[config.mk]
export PLATFORM = sky130hd
export DESIGN_NAME = ranked_sorted_set_flat
export DESIGN_NICKNAME = d
export VERILOG_FILES = /design/src/hdl/rss_pkg.sv /design/src/hdl/rss_in_if.sv /design/src/hdl/rss_out_if.sv /design/src/hdl/ranked_sorted_set.sv /design/src/hdl/rss_cell.sv /design/src/flat_wrapper.sv
export SDC_FILE = /design/constraint.sdc
export NUM_CORES = 2
export LEC_CHECK = 0
export BUFFER_PORTS_ARGS = -buffer_cell sky130_fd_sc_hd__buf_2
export CAP_MARGIN = 40
export CORE_MARGIN = 10
export CORE_UTILIZATION = 50
export DETAILED_ROUTE_END_ITERATION = 10
export MAX_ROUTING_LAYER = met4
export PLACE_DENSITY = 0.72
export SLEW_MARGIN = 20
export SYNTH_ARGS = -nofsm -noshare
export SYNTH_HDL_FRONTEND = slang
export SYNTH_HIERARCHICAL = 1
export SYNTH_SLANG_ARGS = --single-unit
export TNS_END_PERCENT = 20
[constraint.sdc]
create_clock -name clk -period 11.98 [get_ports clk]
set_clock_uncertainty 0.05 [all_clocks]
set_input_delay 2.396 -clock clk [delete_from_list [all_inputs] [get_ports clk]]
set_output_delay 2.396 -clock clk [all_outputs]
set_load 0.05 [all_outputs]
[src/hdl/rss_pkg.sv]
package rss_pkg;

  localparam int CAPACITY = 64;
  localparam int KEY_BITS = 17;

  localparam int IDX_W   = $clog2(CAPACITY);
  localparam int CNT_W   = $clog2(CAPACITY + 1);
  localparam int RANK_W  = 6;
  localparam int PLACE_W = 6;
  localparam int CMP_W   = (CNT_W > RANK_W) ? CNT_W : RANK_W;

  localparam logic CMD_INSERT = 1'b0;
  localparam logic CMD_REMOVE = 1'b1;

  localparam logic [1:0] STAT_INSERTED = 2'd0;
  localparam logic [1:0] STAT_REMOVED  = 2'd1;
  localparam logic [1:0] STAT_RANGE    = 2'd2;
  localparam logic [1:0] STAT_FULL     = 2'd3;

  typedef logic [KEY_BITS-1:0] key_t;

  typedef enum logic {
    S_IDLE,
    S_RESULT
  } state_t;

  // Broadcast to every cell in the chain.
  typedef struct packed {
    logic             ins;
    logic             rem;
    key_t             key;
    logic [CMP_W-1:0] rank;
    logic [CMP_W-1:0] fill;
  } ctl_t;

endpackage

[src/hdl/rss_in_if.sv]
interface rss_in_if;
  import rss_pkg::*;

  logic                valid;
  logic                ready;
  logic                cmd;
  key_t                key_value;
  logic [RANK_W-1:0]   rank;

  modport source (output valid, cmd, key_value, rank, input ready);
  modport sink   (input valid, cmd, key_value, rank, output ready);
endinterface

[src/hdl/rss_out_if.sv]
interface rss_out_if;
  import rss_pkg::*;

  logic                valid;
  logic                ready;
  logic [PLACE_W-1:0]  place;
  logic [1:0]          status;

  modport source (output valid, place, status, input ready);
  modport sink   (input valid, place, status, output ready);
endinterface

[src/hdl/ranked_sorted_set.sv]
// Sorted key store, largest key at position 0, held in a chain of cells.
// in_chan carries a command: insert key_value, or remove the entry at rank.
// out_chan returns one result per command: place and status
// (inserted, removed, remove out of range, store full).
// An insert goes behind every strictly greater key; place is the number of
// such keys. A remove closes the gap behind it.
// Timing: a command is transferred and, at that same edge, every cell
// compares its key with the new one and shifts. The landing cell and the
// status are registered; in S_RESULT the landing cell is encoded into
// place and loaded into the output register with the status, and only
// then is a new command taken. The one-hot encode of the landing cell
// works on the registered landing vector.
// If the receiver stalls, the result waits in the output register and the
// next command is still taken; its own result then waits for the slot.
// Reset (rst_n low, synchronous) empties the store and drops any pending
// result; no clearing pass is needed.
module ranked_sorted_set (
  input logic      clk,
  input logic      rst_n,
  rss_in_if.sink   in_chan,
  rss_out_if.source out_chan
);
  import rss_pkg::*;

  state_t state_r, state_nxt;
  logic [CNT_W-1:0] fill_r, fill_nxt;
  logic [1:0]       status_r;
  logic [CAPACITY-1:0] land_r;

  logic               out_valid_r, out_valid_nxt;
  logic [PLACE_W-1:0] out_place_r;
  logic [1:0]         out_status_r;
  logic               load_out;

  logic accept, full, rank_ok;
  ctl_t ctl;
  logic [CMP_W-1:0] pos;

  key_t keys [CAPACITY];
  logic [CAPACITY-1:0] gt;
  logic [CAPACITY-1:0] land;

  assign in_chan.ready   = (state_r == S_IDLE);
  assign accept          = in_chan.valid && in_chan.ready;
  assign full            = (fill_r == CNT_W'(CAPACITY));
  assign rank_ok         = CMP_W'(in_chan.rank) < CMP_W'(fill_r);

  assign ctl.ins  = accept && (in_chan.cmd == CMD_INSERT) && !full;
  assign ctl.rem  = accept && (in_chan.cmd == CMD_REMOVE) && rank_ok;
  assign ctl.key  = in_chan.key_value;
  assign ctl.rank = CMP_W'(in_chan.rank);
  assign ctl.fill = CMP_W'(fill_r);

  genvar g;
  generate
    for (g = 0; g < CAPACITY; g++) begin : g_cell
      key_t pk, nk;
      logic pg;
      if (g == 0) begin : g_head
        assign pk = ctl.key;
        assign pg = 1'b1;
      end else begin : g_body
        assign pk = keys[g-1];
        assign pg = gt[g-1];
      end
      if (g == CAPACITY - 1) begin : g_tail
        assign nk = keys[g];
      end else begin : g_mid
        assign nk = keys[g+1];
      end
      rss_cell u_cell (
        .clk      (clk),
        .ctl      (ctl),
        .idx      (IDX_W'(g)),
        .prev_key (pk),
        .next_key (nk),
        .prev_gt  (pg),
        .key      (keys[g]),
        .gt       (gt[g]),
        .land     (land[g])
      );
    end
  endgenerate

  always_comb begin
    fill_nxt = fill_r;
    if (ctl.ins) begin
      fill_nxt = fill_r + CNT_W'(1);
    end else if (ctl.rem) begin
      fill_nxt = fill_r - CNT_W'(1);
    end
  end

  // one-hot landing vector to index
  always_comb begin
    pos = '0;
    for (int i = 0; i < CAPACITY; i++) begin
      if (land_r[i]) begin
        pos = pos | CMP_W'(i);
      end
    end
  end

  always_comb begin
    state_nxt     = state_r;
    load_out      = 1'b0;
    out_valid_nxt = out_valid_r;
    if (out_valid_r && out_chan.ready) begin
      out_valid_nxt = 1'b0;
    end
    case (state_r)
      S_IDLE: begin
        if (accept) begin
          state_nxt = S_RESULT;
        end
      end
      S_RESULT: begin
        if (!out_valid_r || out_chan.ready) begin
          load_out      = 1'b1;
          out_valid_nxt = 1'b1;
          state_nxt     = S_IDLE;
        end
      end
      default: begin
        state_nxt = S_IDLE;
      end
    endcase
  end

  always_ff @(posedge clk) begin
    if (!rst_n) begin
      state_r     <= S_IDLE;
      fill_r      <= '0;
      out_valid_r <= 1'b0;
    end else begin
      state_r     <= state_nxt;
      fill_r      <= fill_nxt;
      out_valid_r <= out_valid_nxt;
    end
  end

  always_ff @(posedge clk) begin
    if (accept) begin
      land_r <= land;
      if (in_chan.cmd == CMD_INSERT) begin
        status_r <= full ? STAT_FULL : STAT_INSERTED;
      end else begin
        status_r <= rank_ok ? STAT_REMOVED : STAT_RANGE;
      end
    end
    if (load_out) begin
      out_place_r  <= pos[PLACE_W-1:0];
      out_status_r <= status_r;
    end
  end

  assign out_chan.valid  = out_valid_r;
  assign out_chan.place  = out_place_r;
  assign out_chan.status = out_status_r;
endmodule

[src/hdl/rss_cell.sv]
module rss_cell (
  input  logic              clk,
  input  rss_pkg::ctl_t     ctl,
  input  logic [rss_pkg::IDX_W-1:0] idx,
  input  rss_pkg::key_t     prev_key,
  input  rss_pkg::key_t     next_key,
  input  logic              prev_gt,
  output rss_pkg::key_t     key,
  output logic              gt,
  output logic              land
);
  import rss_pkg::*;

  key_t key_r;
  key_t key_nxt;
  logic occ;
  logic [CMP_W-1:0] idx_ext;

  assign idx_ext = CMP_W'(idx);
  assign occ     = idx_ext < ctl.fill;
  assign gt      = occ && (key_r > ctl.key);
  // prev_gt means every cell ahead holds a greater key
  assign land    = ctl.ins && !gt && prev_gt;
  assign key     = key_r;

  always_comb begin
    key_nxt = key_r;
    if (ctl.ins) begin
      if (!gt) begin
        key_nxt = prev_gt ? ctl.key : prev_key;
      end
    end else if (ctl.rem) begin
      if (idx_ext >= ctl.rank) begin
        key_nxt = next_key;
      end
    end
  end

  always_ff @(posedge clk) begin
    key_r <= key_nxt;
  end
endmodule

[src/flat_wrapper.sv]
// flat-port wrapper written by rule: the top's interface ports become plain ports
module ranked_sorted_set_flat import rss_pkg::*;
  (clk, rst_n, in_chan_valid, in_chan_cmd, in_chan_key_value, in_chan_rank, in_chan_ready, out_chan_valid, out_chan_place, out_chan_status, out_chan_ready);
  rss_in_if in_chan_i ();
  rss_out_if out_chan_i ();
  input logic clk;
  input logic rst_n;
  input wire logic [$bits(in_chan_i.valid)-1:0] in_chan_valid;
  input wire logic [$bits(in_chan_i.cmd)-1:0] in_chan_cmd;
  input wire logic [$bits(in_chan_i.key_value)-1:0] in_chan_key_value;
  input wire logic [$bits(in_chan_i.rank)-1:0] in_chan_rank;
  output wire logic [$bits(in_chan_i.ready)-1:0] in_chan_ready;
  output wire logic [$bits(out_chan_i.valid)-1:0] out_chan_valid;
  output wire logic [$bits(out_chan_i.place)-1:0] out_chan_place;
  output wire logic [$bits(out_chan_i.status)-1:0] out_chan_status;
  input wire logic [$bits(out_chan_i.ready)-1:0] out_chan_ready;
  assign in_chan_i.valid = in_chan_valid;
  assign in_chan_i.cmd = in_chan_cmd;
  assign in_chan_i.key_value = in_chan_key_value;
  assign in_chan_i.rank = in_chan_rank;
  assign in_chan_ready = in_chan_i.ready;
  assign out_chan_valid = out_chan_i.valid;
  assign out_chan_place = out_chan_i.place;
  assign out_chan_status = out_chan_i.status;
  assign out_chan_i.ready = out_chan_ready;
  ranked_sorted_set u_core (.clk(clk), .rst_n(rst_n), .in_chan(in_chan_i), .out_chan(out_chan_i));
endmodule
======== Word level (Yosys, flattened, before mapping) ========
Cells that the tools add are included.
word-level totals
  input port bits ......................... 28
  register bits ........................... 1,171
  output and inout port bits .............. 10
  logic and storage cells ................. 1,383
cells by class
  magnitude comparators ................... 192
  add/sub/neg operators ................... 2
  reductions and logical operators ........ 398
  equality and inequality tests ........... 66
  multiplexer cells ....................... 646
  bitwise gates (word level) .............. 3
operators by type and width
  operator                                                          number
  2-to-1 mux 17 bit                                                 570
  greater-than comparator 17 bit                                    64
  less-than comparator 6 x 7 -> 1 bit, first input constant         32
  logical AND 1 bit                                                 197
  AND reduction 3 bit                                               63
  greater-or-equal comparator 6 bit, first input constant           31
  inequality test 2 bit, second input constant                      64
  nonzero test 2 bit                                                64
  less-than comparator 5 x 7 -> 1 bit, first input constant         16
  greater-or-equal comparator 5 x 6 -> 1 bit, first input constant  16
  2-to-1 mux 5 bit                                                  16
  logical NOT 1 bit                                                 66
  2-to-1 mux 4 bit                                                  16
  less-than comparator 4 x 7 -> 1 bit, first input constant         8
  greater-or-equal comparator 4 x 6 -> 1 bit, first input constant  8
  2-to-1 mux 3 bit                                                  12
  OR reduction 32 bit                                               1
  less-than comparator 3 x 7 -> 1 bit, first input constant         4
  greater-or-equal comparator 3 x 6 -> 1 bit, first input constant  4
  2-to-1 mux 2 bit                                                  12
  2-to-1 mux 7 bit                                                  3
  2-to-1 mux 1 bit                                                  16
  OR reduction 16 bit                                               1
  less-than comparator 1 x 7 -> 1 bit, first input constant         2
  other kinds (15)                                                  21

======== Depth between registers and ports, before layout ========
  depth in word-level cells ............... 57
  depth in mapped cells ................... 11

======== Cells and area by module ========
The synthesis kept the hierarchy.
by module, submodules not included
  module                                  times used  cells each  area each (sq um)  sequential area each (sq um)
  rss_cell (u_core.g_cell[0].u_cell ...)  63          178         1,614.0            510.5
  ranked_sorted_set                       1           227         3,349.5            2,372.3
  rss_cell (u_core.g_cell[9].u_cell)      1           178         1,610.3            510.5

======== Least setup slack after synthesis ========
Ideal clock, no wire load.
  path kind ............................... input to register
  start ................................... input port in_chan_rank[4]
  end ..................................... register u_core.g_cell[16].u_cell.key_r[0], enable pin
  required time ........................... 11.529 ns
  library setup time ...................... 0.401 ns
  stages .................................. 8
  setup slack ............................. 4.354 ns
  arrival ................................. 7.174 ns
  path through ............................ ha_1 -> a211oi_1 -> or3_1 -> o211ai_1 -> nor2_1 -> and4b_1 -> a211oi_1 -> a31oi_1
RTL lines
  item                  line                source
  from (decl)           flat_wrapper.sv:11  input wire logic [$bits(in_chan_i.rank)-1:0] in_chan_rank;
  to (signal assigned)  rss_cell.sv:40      key_r <= key_nxt;
  to (decl)             rss_cell.sv:14      key_t key_r;

==> impl_table.tex <==
\begin{tabular}{lr}
\hline
Metric & Value \\
\hline
\multicolumn{2}{l}{\textbf{Drt}} \\
Overall via count from detail\_route & around 91,000 \\
Total wire length & approximately 310,000 um \\
Average wire per cell in the routed design & between 20 and 25 um \\
Total iterations of the first detailed-routing run & 8 \\
Iteration-0 DRC count of the detailed router & 8,885 \\
DRC viols & 0 \\
Via/cell ratio & around 6 \\
Final ANT Viol Nets & 0 \\
\multicolumn{2}{l}{\textbf{Critical path}} \\
Crit Path Class & in -> reg \\
Maximum fanout encountered on the critical timing path & $\sim$230 \\
Required time of the critical path & 12.47 ns \\
Data arrival time of the worst path & 6.52 ns \\
Cell with the biggest individual delay on the critical path & buf\_12 \\
Type of destination of the critical path & register \\
Largest stage delay on the critical path & 0.70 ns \\
Sort of element at the start of the critical path & input port \\
Cells along the critical path & buf\_2 > nand2\_1 > clkinv\_2 > o311ai\_4 > inv\_8 > buf\_12 > buf\_12 > nand2\_1 > a21oi\_1 \\
\multicolumn{2}{l}{\textbf{Timing}} \\
Setup repair after global routing missed its margin & false \\
Worst-margin pin slew & just over 1 ns \\
Max Slew Vio Count & 0 \\
Max\_slew headroom & between 30\% and 40\% \\
Tcrit/Tclk final & roughly 50\% \\
Shortest clock period the worst path allows after layout & just over 6 ns \\
Final setup violating endpoints & 0 \\
Final Hold Viols & 0 \\
Post-route worst hold slack & 0.446 ns \\
Setup\_tns & 0 ns \\
F\_max & 166 MHz \\
Worst setup margin & 5.95 ns \\
\multicolumn{2}{l}{\textbf{Power}} \\
Peak supply drop & about 0.17 mV \\
P\_leak & 53.7 nW \\
Pwr Density & roughly 120 nW/um\^{}2 \\
Total power draw & roughly 15 mW \\
\multicolumn{2}{l}{\textbf{Die}} \\
Site Rows & between 150 and 200 \\
Die footprint & about 230,000 sq um \\
Chip Width & 482 um \\
Area inside the core boundary & between 200,000 and 250,000 sq um \\
Initial cell density of the core & about half \\
Top-level I/O count & 38 \\
Overall die height & just under 500 um \\
\multicolumn{2}{l}{\textbf{Global route}} \\
Maximum number of pins on one net before global-route repair & a little under 300 \\
Aggregate global-route resource usage & 27.0\% \\
Wire length of the first global-routing pass & $\sim$500,000 um \\
Via count of the first global-routing pass & roughly 90,000 \\
Congestion Overflow GR & 0 \\
Antenna violations before repair & 13 \\
\multicolumn{2}{l}{\textbf{Synthesis}} \\
Cell count after synthesis & $\sim$12,000 \\
Avg Inst Size Synth & between 9 and 10 sq um \\
Netlist Area Pre-Place & around 110,000 sq um \\
Number of warning messages in the yosys log & 6 \\
\multicolumn{2}{l}{\textbf{Clocking}} \\
Number of gates resized after cts & 0 \\
CTS buffer count & 142 \\
Buffers inserted by post-CTS timing repair & 0 \\
Number of hold buffers added after cts & 0 \\
Number of H-tree levels & 4 \\
Clock Tree Buf Depth & 3 \\
Source-to-sink clock delay at the later pin of the worst-skew pair & approximately 0.84 ns \\
Clk sinks & between 1,000 and 1,500 \\
Clock input transition at the sequential cells of the worst setup and hold paths & approximately 0.06 ns \\
Root cell of the clock tree & clkbuf\_16 \\
TritonCTS clock tree & built \\
\multicolumn{2}{l}{\textbf{Placed design}} \\
Routability-driven placement congestion ratio & approximately 0.94 \\
Detailed-placement wirelength estimate & roughly 230,000 um \\
Total of buffers placed on input and output ports & 37 \\
Worst slack, placed & slightly above 5 ns \\
Placed standard-cell area & roughly 110,000 sq um \\
\multicolumn{2}{l}{\textbf{Final layout}} \\
Sequential cell area in the final layout & 35,100 sq um \\
Synthesis-to-layout area growth & 11.8\% \\
Finished layout cell area & 119,000 sq um \\
Share of layout cells above drive strength 1 & slightly below 6\% \\
Number of nets in the finished design & approximately 14,000 \\
Area of combinational cells with multiple inputs & roughly 66,000 sq um \\
Fillers & approximately 18,000 \\
\multicolumn{2}{l}{\textbf{Min path}} \\
Class of the worst hold path & reg -> reg \\
\multicolumn{2}{l}{\textbf{Run status}} \\
Result of the run & complete, no violations \\
\multicolumn{2}{l}{\textbf{Flow run}} \\
Max-capacitance violation count & 0 \\
\hline
\end{tabular}
[layout by cell type (no fill, tap or decap), types with 64 or more instances in the layout]
| master | n |
|---|---|
| inv_1 | 1930 |
| ha_1 | 1803 |
| a21oi_1 | 1799 |
| nor2_1 | 1166 |
| edfxtp_1 | 1161 |
| mux2i_1 | 1089 |
| conb_1 | 897 |
| nand2_1 | 324 |
| o21ai_0 | 264 |
| a211oi_1 | 197 |
| nand4_1 | 196 |
| clkbuf_16 | 142 |
| nand2b_1 | 132 |
| a21o_1 | 131 |
| o21bai_1 | 128 |
| a31oi_1 | 96 |
| buf_4 | 93 |
| nor4_1 | 80 |
| nand3_1 | 67 |
| nor3b_1 | 66 |
| and4b_1 | 65 |
| and2_1 | 64 |
| nand4_2 | 64 |
| nand4b_1 | 64 |
| o22ai_1 | 64 |
| a211oi_2 | 64 |
| o31ai_2 | 64 |
[cell type report]
type                    instances  share of cell area, %
clock inverters                88                  0.775
well taps                    2821                   2.96
repair buffers                241                   2.33
inverters                    1932                   6.09
flip-flops and latches       1170                   29.4
diodes                         10                 0.0210
clock buffers                 166                   3.07
multi-input cells            9024                   55.3
[worst paths after layout]
kind / start / endpoint / slack, ns / cells past startpoint
worst min register to register: u_core/out_chan.valid / u_core/out_chan.valid / 0.45 / 2
worst min-delay path: u_core/out_chan.valid / u_core/out_chan.valid / 0.45 / 2
worst max-delay path: in_chan_valid / u_core/land_r[39] / 5.95 / 9
worst max register to register: u_core/fill_r[6] / u_core/g_cell[31].u_cell/key[12] / 6.91 / 8
[routing by layer]
metal,vias to the layer above,GRT usage [%],part of all wire [%]
met5,-,-,0
li1,42600,-,-
met2,3576,44.8,48
met1,43800,33.1,41
met3,859,3.54,7.0
met4,0,11.3,4.2
[where the power goes]
group | total [mW] | switching (mW) | internal [mW]
sequential | 5.54 | 0.466 | 5.08
combinational | 4.98 | 3.01 | 1.97
clock | 4.34 | 1.92 | 2.42
[critical path: cells and delay by family]
| family | cells | cell delay [ns] |
|---|---|---|
| AO/OA/AOI/OAI | 2 | 0.96 |
| buffers and inverters | 5 | 2.28 |
| AND/OR/NAND/NOR | 2 | 0.60 |
[state kept, by name, summed over array words and instances (netlist names)]
register / count
u_core/land_r: 63
u_core/state_r: 1
u_core/fill_r: 7
u_core/g_cell.u_cell/key: 1088
u_core/out_chan.status: 2
u_core/status_r: 2
u_core/out_chan.valid: 1
u_core/out_chan.place: 6
[metrics by stage]
| stage | utilization (%) | std cells |
|---|---|---|
| finish | 56.2 | 15500 |
| global route | 56.2 | 15400 |
| CTS | 56.1 | 15400 |
| detailed placement | 53.9 | 15200 |
| global placement | 53.3 | 15100 |
| floorplan | - | 12500 |
Power figures use the tool's default switching activity.
